**src/rtl/core/hcvg_pkg.sv**
```systemverilog
// Hilbert curve vertex generator: shared types, codes and rule tables.
// Used by hcvg_cell and hilbert_curve_vertex_generator; no dependencies.
`timescale 1ns / 1ps

package hcvg_pkg;

  localparam int COORD_BITS = 16;
  localparam int STEP_BITS  = 10;
  localparam int ORDER_BITS = 4;
  localparam int CFG_INDEX_BITS = 2;
  localparam int CFG_DATA_BITS  = 16;

  // Configuration register indexes
  localparam logic [CFG_INDEX_BITS-1:0] REG_CURVE_ORDER = 2'd0;
  localparam logic [CFG_INDEX_BITS-1:0] REG_STEP_LENGTH = 2'd1;
  localparam logic [CFG_INDEX_BITS-1:0] REG_START_X     = 2'd2;
  localparam logic [CFG_INDEX_BITS-1:0] REG_START_Y     = 2'd3;

  localparam logic [ORDER_BITS-1:0] ORDER_RESET = 4'd7;
  localparam logic [STEP_BITS-1:0]  STEP_RESET  = 10'd3;
  localparam logic [COORD_BITS-1:0] START_RESET = 16'd50;

  typedef enum logic [1:0] {
    RULE_A = 2'd0,
    RULE_B = 2'd1,
    RULE_C = 2'd2,
    RULE_D = 2'd3
  } rule_t;

  typedef enum logic [1:0] {
    DIR_PX = 2'd0,
    DIR_NX = 2'd1,
    DIR_PY = 2'd2,
    DIR_NY = 2'd3
  } dir_t;

  typedef logic [2:0] phase_t;
  localparam phase_t PHASE_DONE = 3'd7;

  // What one cell tells its neighbors and the sequencer in a cycle
  typedef struct packed {
    logic  up;    // descend: next level takes the token
    rule_t sub;   // rule handed to the next level
    logic  down;  // level finished: previous level takes the token
    logic  mv;    // a move was found
    dir_t  dir;
  } cell_out_t;

  // Sub-rule called in slot k of a rule
  function automatic rule_t sub_rule(input rule_t r, input logic [1:0] k);
    rule_t res;
    res = RULE_A;
    case (r)
      RULE_A: begin
        case (k)
          2'd0:    res = RULE_D;
          2'd3:    res = RULE_C;
          default: res = RULE_A;
        endcase
      end
      RULE_B: begin
        case (k)
          2'd0:    res = RULE_C;
          2'd3:    res = RULE_D;
          default: res = RULE_B;
        endcase
      end
      RULE_C: begin
        case (k)
          2'd0:    res = RULE_B;
          2'd3:    res = RULE_A;
          default: res = RULE_C;
        endcase
      end
      default: begin
        case (k)
          2'd0:    res = RULE_A;
          2'd3:    res = RULE_B;
          default: res = RULE_D;
        endcase
      end
    endcase
    return res;
  endfunction

  // Move made in slot k (0..2) of a rule
  function automatic dir_t move_dir(input rule_t r, input logic [1:0] k);
    dir_t res;
    res = DIR_PX;
    case (r)
      RULE_A: begin
        case (k)
          2'd0:    res = DIR_PX;
          2'd1:    res = DIR_PY;
          default: res = DIR_NX;
        endcase
      end
      RULE_B: begin
        case (k)
          2'd0:    res = DIR_NX;
          2'd1:    res = DIR_NY;
          default: res = DIR_PX;
        endcase
      end
      RULE_C: begin
        case (k)
          2'd0:    res = DIR_NY;
          2'd1:    res = DIR_NX;
          default: res = DIR_PY;
        endcase
      end
      default: begin
        case (k)
          2'd0:    res = DIR_PY;
          2'd1:    res = DIR_PX;
          default: res = DIR_NY;
        endcase
      end
    endcase
    return res;
  endfunction

endpackage

```
**src/rtl/core/hcvg_cell.sv**
```systemverilog
// One recursion level of the Hilbert walk: rule, phase and the walk token.
// Depends on hcvg_pkg.
`timescale 1ns / 1ps

module hcvg_cell #(
  parameter bit IS_ROOT = 1'b0
) (
  input  logic              clk,
  input  logic              rst,
  input  logic              clear,
  input  logic              enable,
  input  logic              leaf,
  input  logic              up_in,
  input  hcvg_pkg::rule_t   up_rule,
  input  logic              down_in,
  output hcvg_pkg::cell_out_t cell_out
);

  hcvg_pkg::rule_t  rule;
  hcvg_pkg::phase_t phase;
  logic             token;

  // Decode what this level does when it holds the token
  always_comb begin
    cell_out      = '0;
    cell_out.sub  = hcvg_pkg::sub_rule(rule, phase[2:1]);
    cell_out.dir  = hcvg_pkg::move_dir(rule, phase[2:1]);
    if (enable && token) begin
      if (phase == hcvg_pkg::PHASE_DONE) begin
        cell_out.down = 1'b1;
      end else if (phase[0]) begin
        cell_out.mv = 1'b1;
      end else if (!leaf) begin
        cell_out.up = 1'b1;
      end
    end
  end

  // Level state; only one cell holds the token at a time
  always_ff @(posedge clk) begin
    if (rst) begin
      token <= IS_ROOT;
      rule  <= hcvg_pkg::RULE_A;
      phase <= '0;
    end else if (clear) begin
      token <= IS_ROOT;
      rule  <= hcvg_pkg::RULE_A;
      phase <= '0;
    end else if (enable) begin
      if (token) begin
        if (phase == hcvg_pkg::PHASE_DONE) begin
          token <= 1'b0;
        end else begin
          phase <= phase + 3'd1;
          if (!phase[0] && !leaf) begin
            token <= 1'b0;
          end
        end
      end
      if (up_in) begin
        token <= 1'b1;
        rule  <= up_rule;
        phase <= '0;
      end
      if (down_in) begin
        token <= 1'b1;
      end
    end
  end

endmodule

```
**src/rtl/core/hilbert_curve_vertex_generator.sv**
```systemverilog
// Hilbert curve vertex generator top level: config registers, walk sequencer,
// output register and the chain of level cells. Depends on hcvg_pkg, hcvg_cell.
`timescale 1ns / 1ps

// Usage:
//   Input channel (in_valid / in_stall, field restart): each accepted item
//   asks for one vertex. restart = 1, or the first item after reset, starts
//   the curve and returns the start point. restart = 0 returns the next vertex.
//   Output channel (out_valid / out_stall): one item per input item, with
//   point_x, point_y and final_point. After the last vertex of the 4^order
//   points, further items repeat it with final_point set.
//   Configuration (cfg_valid / cfg_ready, cfg_index, cfg_data) is always ready;
//   write it while no item is in flight. Order is latched at curve start.
// Sequencing:
//   Start points and repeated final vertices are registered on accept and
//   appear in the cycle after it. A move is found as the token steps level
//   by level through the cell chain, unwinding finished levels or descending
//   to the leaf level. One item is in flight at a time.
// Reset clears the walk; configuration returns to order 7, step 3, start
// (50, 50). While the output register is full and stalled, in_stall is high.
module hilbert_curve_vertex_generator #(
  parameter int MAX_ORDER = 8
) (
  input  logic                                clk,
  input  logic                                rst,
  input  logic                                in_valid,
  output logic                                in_stall,
  input  logic                                restart,
  output logic                                out_valid,
  input  logic                                out_stall,
  output logic [hcvg_pkg::COORD_BITS-1:0]     point_x,
  output logic [hcvg_pkg::COORD_BITS-1:0]     point_y,
  output logic                                final_point,
  input  logic                                cfg_valid,
  output logic                                cfg_ready,
  input  logic [hcvg_pkg::CFG_INDEX_BITS-1:0] cfg_index,
  input  logic [hcvg_pkg::CFG_DATA_BITS-1:0]  cfg_data
);

  localparam int AO_BITS   = $clog2(MAX_ORDER + 1);
  localparam int MOVE_BITS = 2 * MAX_ORDER;

  typedef enum logic {
    ST_IDLE,
    ST_WALK
  } state_t;

  // Configuration registers
  logic [hcvg_pkg::ORDER_BITS-1:0] curve_order;
  logic [hcvg_pkg::STEP_BITS-1:0]  step_length;
  logic [hcvg_pkg::COORD_BITS-1:0] start_x;
  logic [hcvg_pkg::COORD_BITS-1:0] start_y;

  assign cfg_ready = 1'b1;

  always_ff @(posedge clk) begin
    if (rst) begin
      curve_order <= hcvg_pkg::ORDER_RESET;
      step_length <= hcvg_pkg::STEP_RESET;
      start_x     <= hcvg_pkg::START_RESET;
      start_y     <= hcvg_pkg::START_RESET;
    end else if (cfg_valid && cfg_ready) begin
      case (cfg_index)
        hcvg_pkg::REG_CURVE_ORDER: curve_order <= cfg_data[hcvg_pkg::ORDER_BITS-1:0];
        hcvg_pkg::REG_STEP_LENGTH: step_length <= cfg_data[hcvg_pkg::STEP_BITS-1:0];
        hcvg_pkg::REG_START_X:     start_x     <= cfg_data;
        hcvg_pkg::REG_START_Y:     start_y     <= cfg_data;
        default: ;
      endcase
    end
  end

  // Sequencer state
  state_t                          state;
  logic                            started;
  logic [AO_BITS-1:0]              active_order;
  logic [MOVE_BITS-1:0]            moves_left;
  logic [hcvg_pkg::COORD_BITS-1:0] current_x;
  logic [hcvg_pkg::COORD_BITS-1:0] current_y;

  logic                            in_fire;
  logic                            out_free;
  logic                            begin_walk;
  logic                            walking;
  logic [AO_BITS-1:0]              active_order_next;
  logic [MOVE_BITS-1:0]            moves_init;
  logic [MOVE_BITS-1:0]            moves_left_next;
  logic [hcvg_pkg::COORD_BITS-1:0] x_next;
  logic [hcvg_pkg::COORD_BITS-1:0] y_next;
  logic [hcvg_pkg::COORD_BITS-1:0] step_ext;

  hcvg_pkg::cell_out_t cell_outs [MAX_ORDER];
  logic                found_mv;
  hcvg_pkg::dir_t      found_dir;

  assign out_free   = !out_valid || !out_stall;
  assign in_stall   = (state != ST_IDLE) || !out_free;
  assign in_fire    = in_valid && !in_stall;
  assign begin_walk = in_fire && (restart || !started);
  assign walking    = (state == ST_WALK);

  // Clamp the order into 1..MAX_ORDER
  always_comb begin
    if (curve_order == '0) begin
      active_order_next = AO_BITS'(1);
    end else if (int'(curve_order) > MAX_ORDER) begin
      active_order_next = AO_BITS'(MAX_ORDER);
    end else begin
      active_order_next = AO_BITS'(curve_order);
    end
  end

  // 4^order - 1 moves: the low 2*order bits set
  always_comb begin
    for (int j = 0; j < MOVE_BITS; j++) begin
      moves_init[j] = (j < 2 * int'(active_order_next));
    end
  end

  // Level cells, token handed up and down the chain
  for (genvar i = 0; i < MAX_ORDER; i++) begin : g_cell
    logic            leaf;
    logic            up_in;
    hcvg_pkg::rule_t up_rule;
    logic            down_in;

    assign leaf = (active_order == AO_BITS'(i + 1)) || (i == MAX_ORDER - 1);

    if (i == 0) begin : g_first
      assign up_in   = 1'b0;
      assign up_rule = hcvg_pkg::RULE_A;
    end else begin : g_mid
      assign up_in   = cell_outs[i-1].up;
      assign up_rule = cell_outs[i-1].sub;
    end

    if (i == MAX_ORDER - 1) begin : g_last
      assign down_in = 1'b0;
    end else begin : g_inner
      assign down_in = cell_outs[i+1].down;
    end

    hcvg_cell #(
      .IS_ROOT (i == 0)
    ) u_cell (
      .clk      (clk),
      .rst      (rst),
      .clear    (begin_walk),
      .enable   (walking),
      .leaf     (leaf),
      .up_in    (up_in),
      .up_rule  (up_rule),
      .down_in  (down_in),
      .cell_out (cell_outs[i])
    );
  end

  // Gather the move from whichever cell holds the token
  always_comb begin
    found_mv  = 1'b0;
    found_dir = hcvg_pkg::DIR_PX;
    for (int i = 0; i < MAX_ORDER; i++) begin
      found_mv  = found_mv | cell_outs[i].mv;
      found_dir = hcvg_pkg::dir_t'(found_dir | ({2{cell_outs[i].mv}} & cell_outs[i].dir));
    end
  end

  // Apply one move
  assign step_ext        = hcvg_pkg::COORD_BITS'(step_length);
  assign moves_left_next = moves_left - MOVE_BITS'(1);

  always_comb begin
    x_next = current_x;
    y_next = current_y;
    case (found_dir)
      hcvg_pkg::DIR_PX: x_next = current_x + step_ext;
      hcvg_pkg::DIR_NX: x_next = current_x - step_ext;
      hcvg_pkg::DIR_PY: y_next = current_y + step_ext;
      hcvg_pkg::DIR_NY: y_next = current_y - step_ext;
      default: ;
    endcase
  end

  // Sequencer and output register
  always_ff @(posedge clk) begin
    if (rst) begin
      state        <= ST_IDLE;
      started      <= 1'b0;
      out_valid    <= 1'b0;
      active_order <= AO_BITS'(1);
      moves_left   <= '0;
      current_x    <= hcvg_pkg::START_RESET;
      current_y    <= hcvg_pkg::START_RESET;
    end else begin
      if (out_valid && !out_stall) begin
        out_valid <= 1'b0;
      end
      case (state)
        ST_IDLE: begin
          if (begin_walk) begin
            started      <= 1'b1;
            active_order <= active_order_next;
            moves_left   <= moves_init;
            current_x    <= start_x;
            current_y    <= start_y;
            out_valid    <= 1'b1;
            point_x      <= start_x;
            point_y      <= start_y;
            final_point  <= (moves_init == '0);
          end else if (in_fire) begin
            if (moves_left != '0) begin
              state <= ST_WALK;
            end else begin
              out_valid   <= 1'b1;
              point_x     <= current_x;
              point_y     <= current_y;
              final_point <= 1'b1;
            end
          end
        end
        ST_WALK: begin
          if (found_mv) begin
            state       <= ST_IDLE;
            current_x   <= x_next;
            current_y   <= y_next;
            moves_left  <= moves_left_next;
            out_valid   <= 1'b1;
            point_x     <= x_next;
            point_y     <= y_next;
            final_point <= (moves_left_next == '0);
          end
        end
        default: state <= ST_IDLE;
      endcase
    end
  end

endmodule

```
**config.mk**
```make
export PLATFORM = sky130hd
export DESIGN_NAME = hilbert_curve_vertex_generator
export DESIGN_NICKNAME = d
export VERILOG_FILES = /design/src/rtl/core/hcvg_pkg.sv /design/src/rtl/core/hcvg_cell.sv /design/src/rtl/core/hilbert_curve_vertex_generator.sv
export SDC_FILE = /design/constraint.sdc
export NUM_CORES = 1
export LEC_CHECK = 0
export BUFFER_PORTS_ARGS = -buffer_cell sky130_fd_sc_hd__buf_2
export CAP_MARGIN = 10
export CORE_MARGIN = 3
export CORE_UTILIZATION = 62
export CTS_CLUSTER_SIZE = 20
export DETAILED_ROUTE_END_ITERATION = 6
export HOLD_SLACK_MARGIN = 0.06
export MAX_ROUTING_LAYER = met4
export PLACE_DENSITY = 0.81
export SYNTH_ARGS = -nofsm -noshare
export SYNTH_HDL_FRONTEND = slang
export SYNTH_SLANG_ARGS = --single-unit
```
**constraint.sdc**
```tcl
create_clock -name clk -period 4.9 [get_ports clk]
set_clock_uncertainty 0.05 [all_clocks]
set_input_delay 0 -clock clk [delete_from_list [all_inputs] [get_ports clk]]
set_output_delay 0 -clock clk [all_outputs]
set_load 0.02 [all_outputs]
```
==> flow_metrics.env <==
export IMPL_synth_nets=1359
export IMPL_fin_crit_sh=0.936
export IMPL_via_count=9308
export IMPL_gp_congestion=0.946
export IMPL_cts_clk_slew_worst_paths_ns=0.07
export IMPL_ant_nets=0
export IMPL_root_buffer="clkbuf_16"
export IMPL_die_w_microns=137
export IMPL_htreeDepth=4
export IMPL_wl_per_cell_microns=17.5
export IMPL_ys_warn_count=0
export IMPL_clock_path_buffers=2
export IMPL_worstSetupStartpoint="g_cell[1].u_cell.phase[1]$_SDFFE_PP0P_"
export IMPL_syn_inst=1257
export IMPL_cts_made_buffers=17
export IMPL_dpl_worst_slack_ns=0.144
export IMPL_ir_worst_vdd_mv=0.287
export IMPL_finalNonFillerCells=1548
export IMPL_period_needed_ns=4.59
export IMPL_cp_max_fo=9
export IMPL_gr_total_overflow=0
export IMPL_port_buffers=58
export IMPL_antenna_found_initial=1
export IMPL_yosys_cell_types_count=73
export IMPL_grt_pass1_wl_mm=43.2
export IMPL_num_io_pins=60
export IMPL_nFillCells=1283
export IMPL_grt_use_total=0.302
export IMPL_async_reset_ff_frac=0
export IMPL_synth_most_common_cell="nand2_1"
export IMPL_firstDrtPassIters=5
export IMPL_avgSynthCellArea_sq_um=8.42
export IMPL_drc=0
export IMPL_r2r_slack_ns=0.31
export IMPL_netlist_area_leader_share=0.278
export IMPL_synth_ff_type="dfxtp_1"
export IMPL_core_area_sq_um=16600
export IMPL_grt_max_degree=58
export IMPL_finalSetupViolCount=0
export IMPL_hold_path_class="input pin to register"
export IMPL_wl_mm=27.0
export IMPL_grt_pass1_vias=8726
export IMPL_slew_violations=0
export IMPL_synth_area_leaders="dfxtp_1 (28%), edfxtp_1 (9.4%), ha_1 (9.0%)"
export IMPL_viasPerCell=6.01
export IMPL_r2r_start="g_cell[1].u_cell.phase[1]$_SDFFE_PP0P_"
export IMPL_synth_edf_count=33
export IMPL_start_util=0.636
export IMPL_fmax_mhz=218
export IMPL_ys_seq_elements=180
export IMPL_whs_ns=0.0847
export IMPL_cts_sinks=180
export IMPL_die_h_microns=137
export IMPL_rsz0062_at_grt="yes"
export IMPL_rows=47
export IMPL_max_slew_margin_rel=0.367
export IMPL_seq_area_frac_synth=0.371
export IMPL_final_seq_area_sq_um=3940
export IMPL_crit_arrival_ns=4.71
export IMPL_multiInputGateArea_sq_um=6270
export IMPL_worstPathRequired_ns=5.02
export IMPL_timing_rr_end="point_x[14]$_DFFE_PP_"
export IMPL_end_kind="register"
export IMPL_clkLatencyLatePin_ns=0.45
export IMPL_yosys_area_top_type="dfxtp_1"
export IMPL_cp_endpoint="point_x[14]$_DFFE_PP_"
export IMPL_drt_iter0_drc=718
export IMPL_nets=1416
export IMPL_die_area_sq_um=18700
export IMPL_p_per_area_nw_per_um2=321
export IMPL_p_leak_nw=5.24
export IMPL_tritoncts="yes"
export IMPL_syn_area_sq_um=10600
export IMPL_yosys_top_cells_count="nand2_1 (192), dfxtp_1 (147), nor2_1 (133)"
export IMPL_cap_violations=0
export IMPL_hold_viol_final=0
export IMPL_dp_hpwl_mm=18.9
export IMPL_ff2ff_path_depth=17
export IMPL_setup_ws_ns=0.313
export IMPL_dp_cells=1490
export IMPL_drive_above_1_share=0.0980
export IMPL_area_delta_synth_final_pct=11.8
export IMPL_tightestPinTransition_ns=0.947
export IMPL_worstSetupPathType="register to register"
export IMPL_status="finished, final reports clean"
export IMPL_critPathLaunchType="register"
## cell families after synthesis
logic type,after synthesis,synth area share
AOI/OAI and AO/OA,305,0.182
DFF,180,0.371
buffers and inverters,102,0.0386
xor gates and xnor gates,70,0.0579
and+or+nand+nor,475,0.212
muxes,46,0.0441
other,1,0.000354
adders and majority gates,78,0.0936
## state kept, by name, indices dropped and copies added (netlist names), 8 cells and up
signal / flops
current_x: 16
current_y: 16
g_cell.u_cell.phase: 24
g_cell.u_cell.rule: 14
g_cell.u_cell.token: 8
moves_left: 16
point_x: 16
point_y: 16
start_x: 16
start_y: 16
step_length: 10
## cell type report
type                            instances  share of cell area
Sequential cell                       180               0.332
Clock buffer                           19              0.0366
Inverter                               42              0.0133
Tap cell                              220              0.0233
Timing Repair Buffer                   98              0.0552
Clock inverter                         13             0.00972
Antenna cell                            1            0.000211
Multi-Input combinational cell        975               0.529
## worst min path at each step
stage	startpoint	to	slack (ns)	depth (start not counted)
finish	cfg_index[1]	curve_order[3]$_SDFFE_PP0P_	0.08	4
global placement	cfg_data[14]	start_y[14]$_SDFFE_PP0P_	0.21	3
global route	cfg_index[0]	start_x[3]$_SDFFE_PP0P_	0.1	5
CTS	cfg_index[1]	curve_order[3]$_SDFFE_PP0P_	0.06	4
floorplan	cfg_data[0]	curve_order[0]$_SDFFE_PP1P_	0.07	1
detailed placement	cfg_data[14]	start_y[14]$_SDFFE_PP0P_	0.21	3
## stage by stage
step	setup TNS, ns	instance area (sq um)	total power, mW	utilization
5_1_grt	-0.137	11800	3.97	0.711
2_1_floorplan	0	10600	2.27	-
4_1_cts	0	11800	3.80	0.710
6_report	0	11800	3.80	0.711
3_5_place_dp	0	11000	2.49	0.663
3_3_place_gp	0	11000	2.47	0.663
## per-layer routing
metal,up-vias,share of wire,track usage
met5,-,0,-
met4,0,0.031,0.122
met3,62,0.064,0.0629
met2,310,0.49,0.492
met1,4387,0.42,0.366
li1,4549,-,-
## worst max-delay path: stages, from the launching register on
cell and delay, ns:
dfxtp_1 0.40, ha_1 0.18, ha_1 0.19, and4b_1 0.26
o2bb2ai_1 0.18, nor4_4 0.41, nand2b_2 0.30, nor2b_1 0.21
xnor2_1 0.15, ha_1 0.30, nor2b_1 0.16, o31a_1 0.26
nand2b_1 0.17, a221o_1 0.34, a31oi_1 0.26, o21ai_0 0.16
xnor2_1 0.19, o21ai_0 0.14
## report_power, final
group / internal, mW / switching (mW) / leakage (nW) / total (mW)
registers: 1.62 / 0.102 / 1.51 / 1.72
clock network: 0.669 / 0.637 / 0.271 / 1.31
logic: 0.284 / 0.494 / 3.47 / 0.778
total: 2.57 / 1.23 / 5.24 / 3.80
## cells in the final DEF (no fill, tap or decap), drive strengths merged, types with 21 or more instances in the layout
cell,Yosys,routed
a31oi,21,21
buf,25,74
o21ai,64,64
edfxtp,33,33
dfxtp,147,147
nor2b,30,30
a21oi,97,97
nor2,133,133
a22oi,24,24
ha,76,76
nand2b,22,22
xor2,40,40
inv,41,51
dlygate4sd3,0,24
nand2,192,192
mux2i,41,41
xnor2,30,30
## what timing repair did
action / in CTS / in global routing
resized for setup: 0 / 2
hold buffers: 24 / 0
buffers inserted: 0 / 1
hold endpoints to repair: 75 / 0
endpoints found under the setup margin: 0 / 13
No activity file was read; power rests on OpenSTA's default activity.
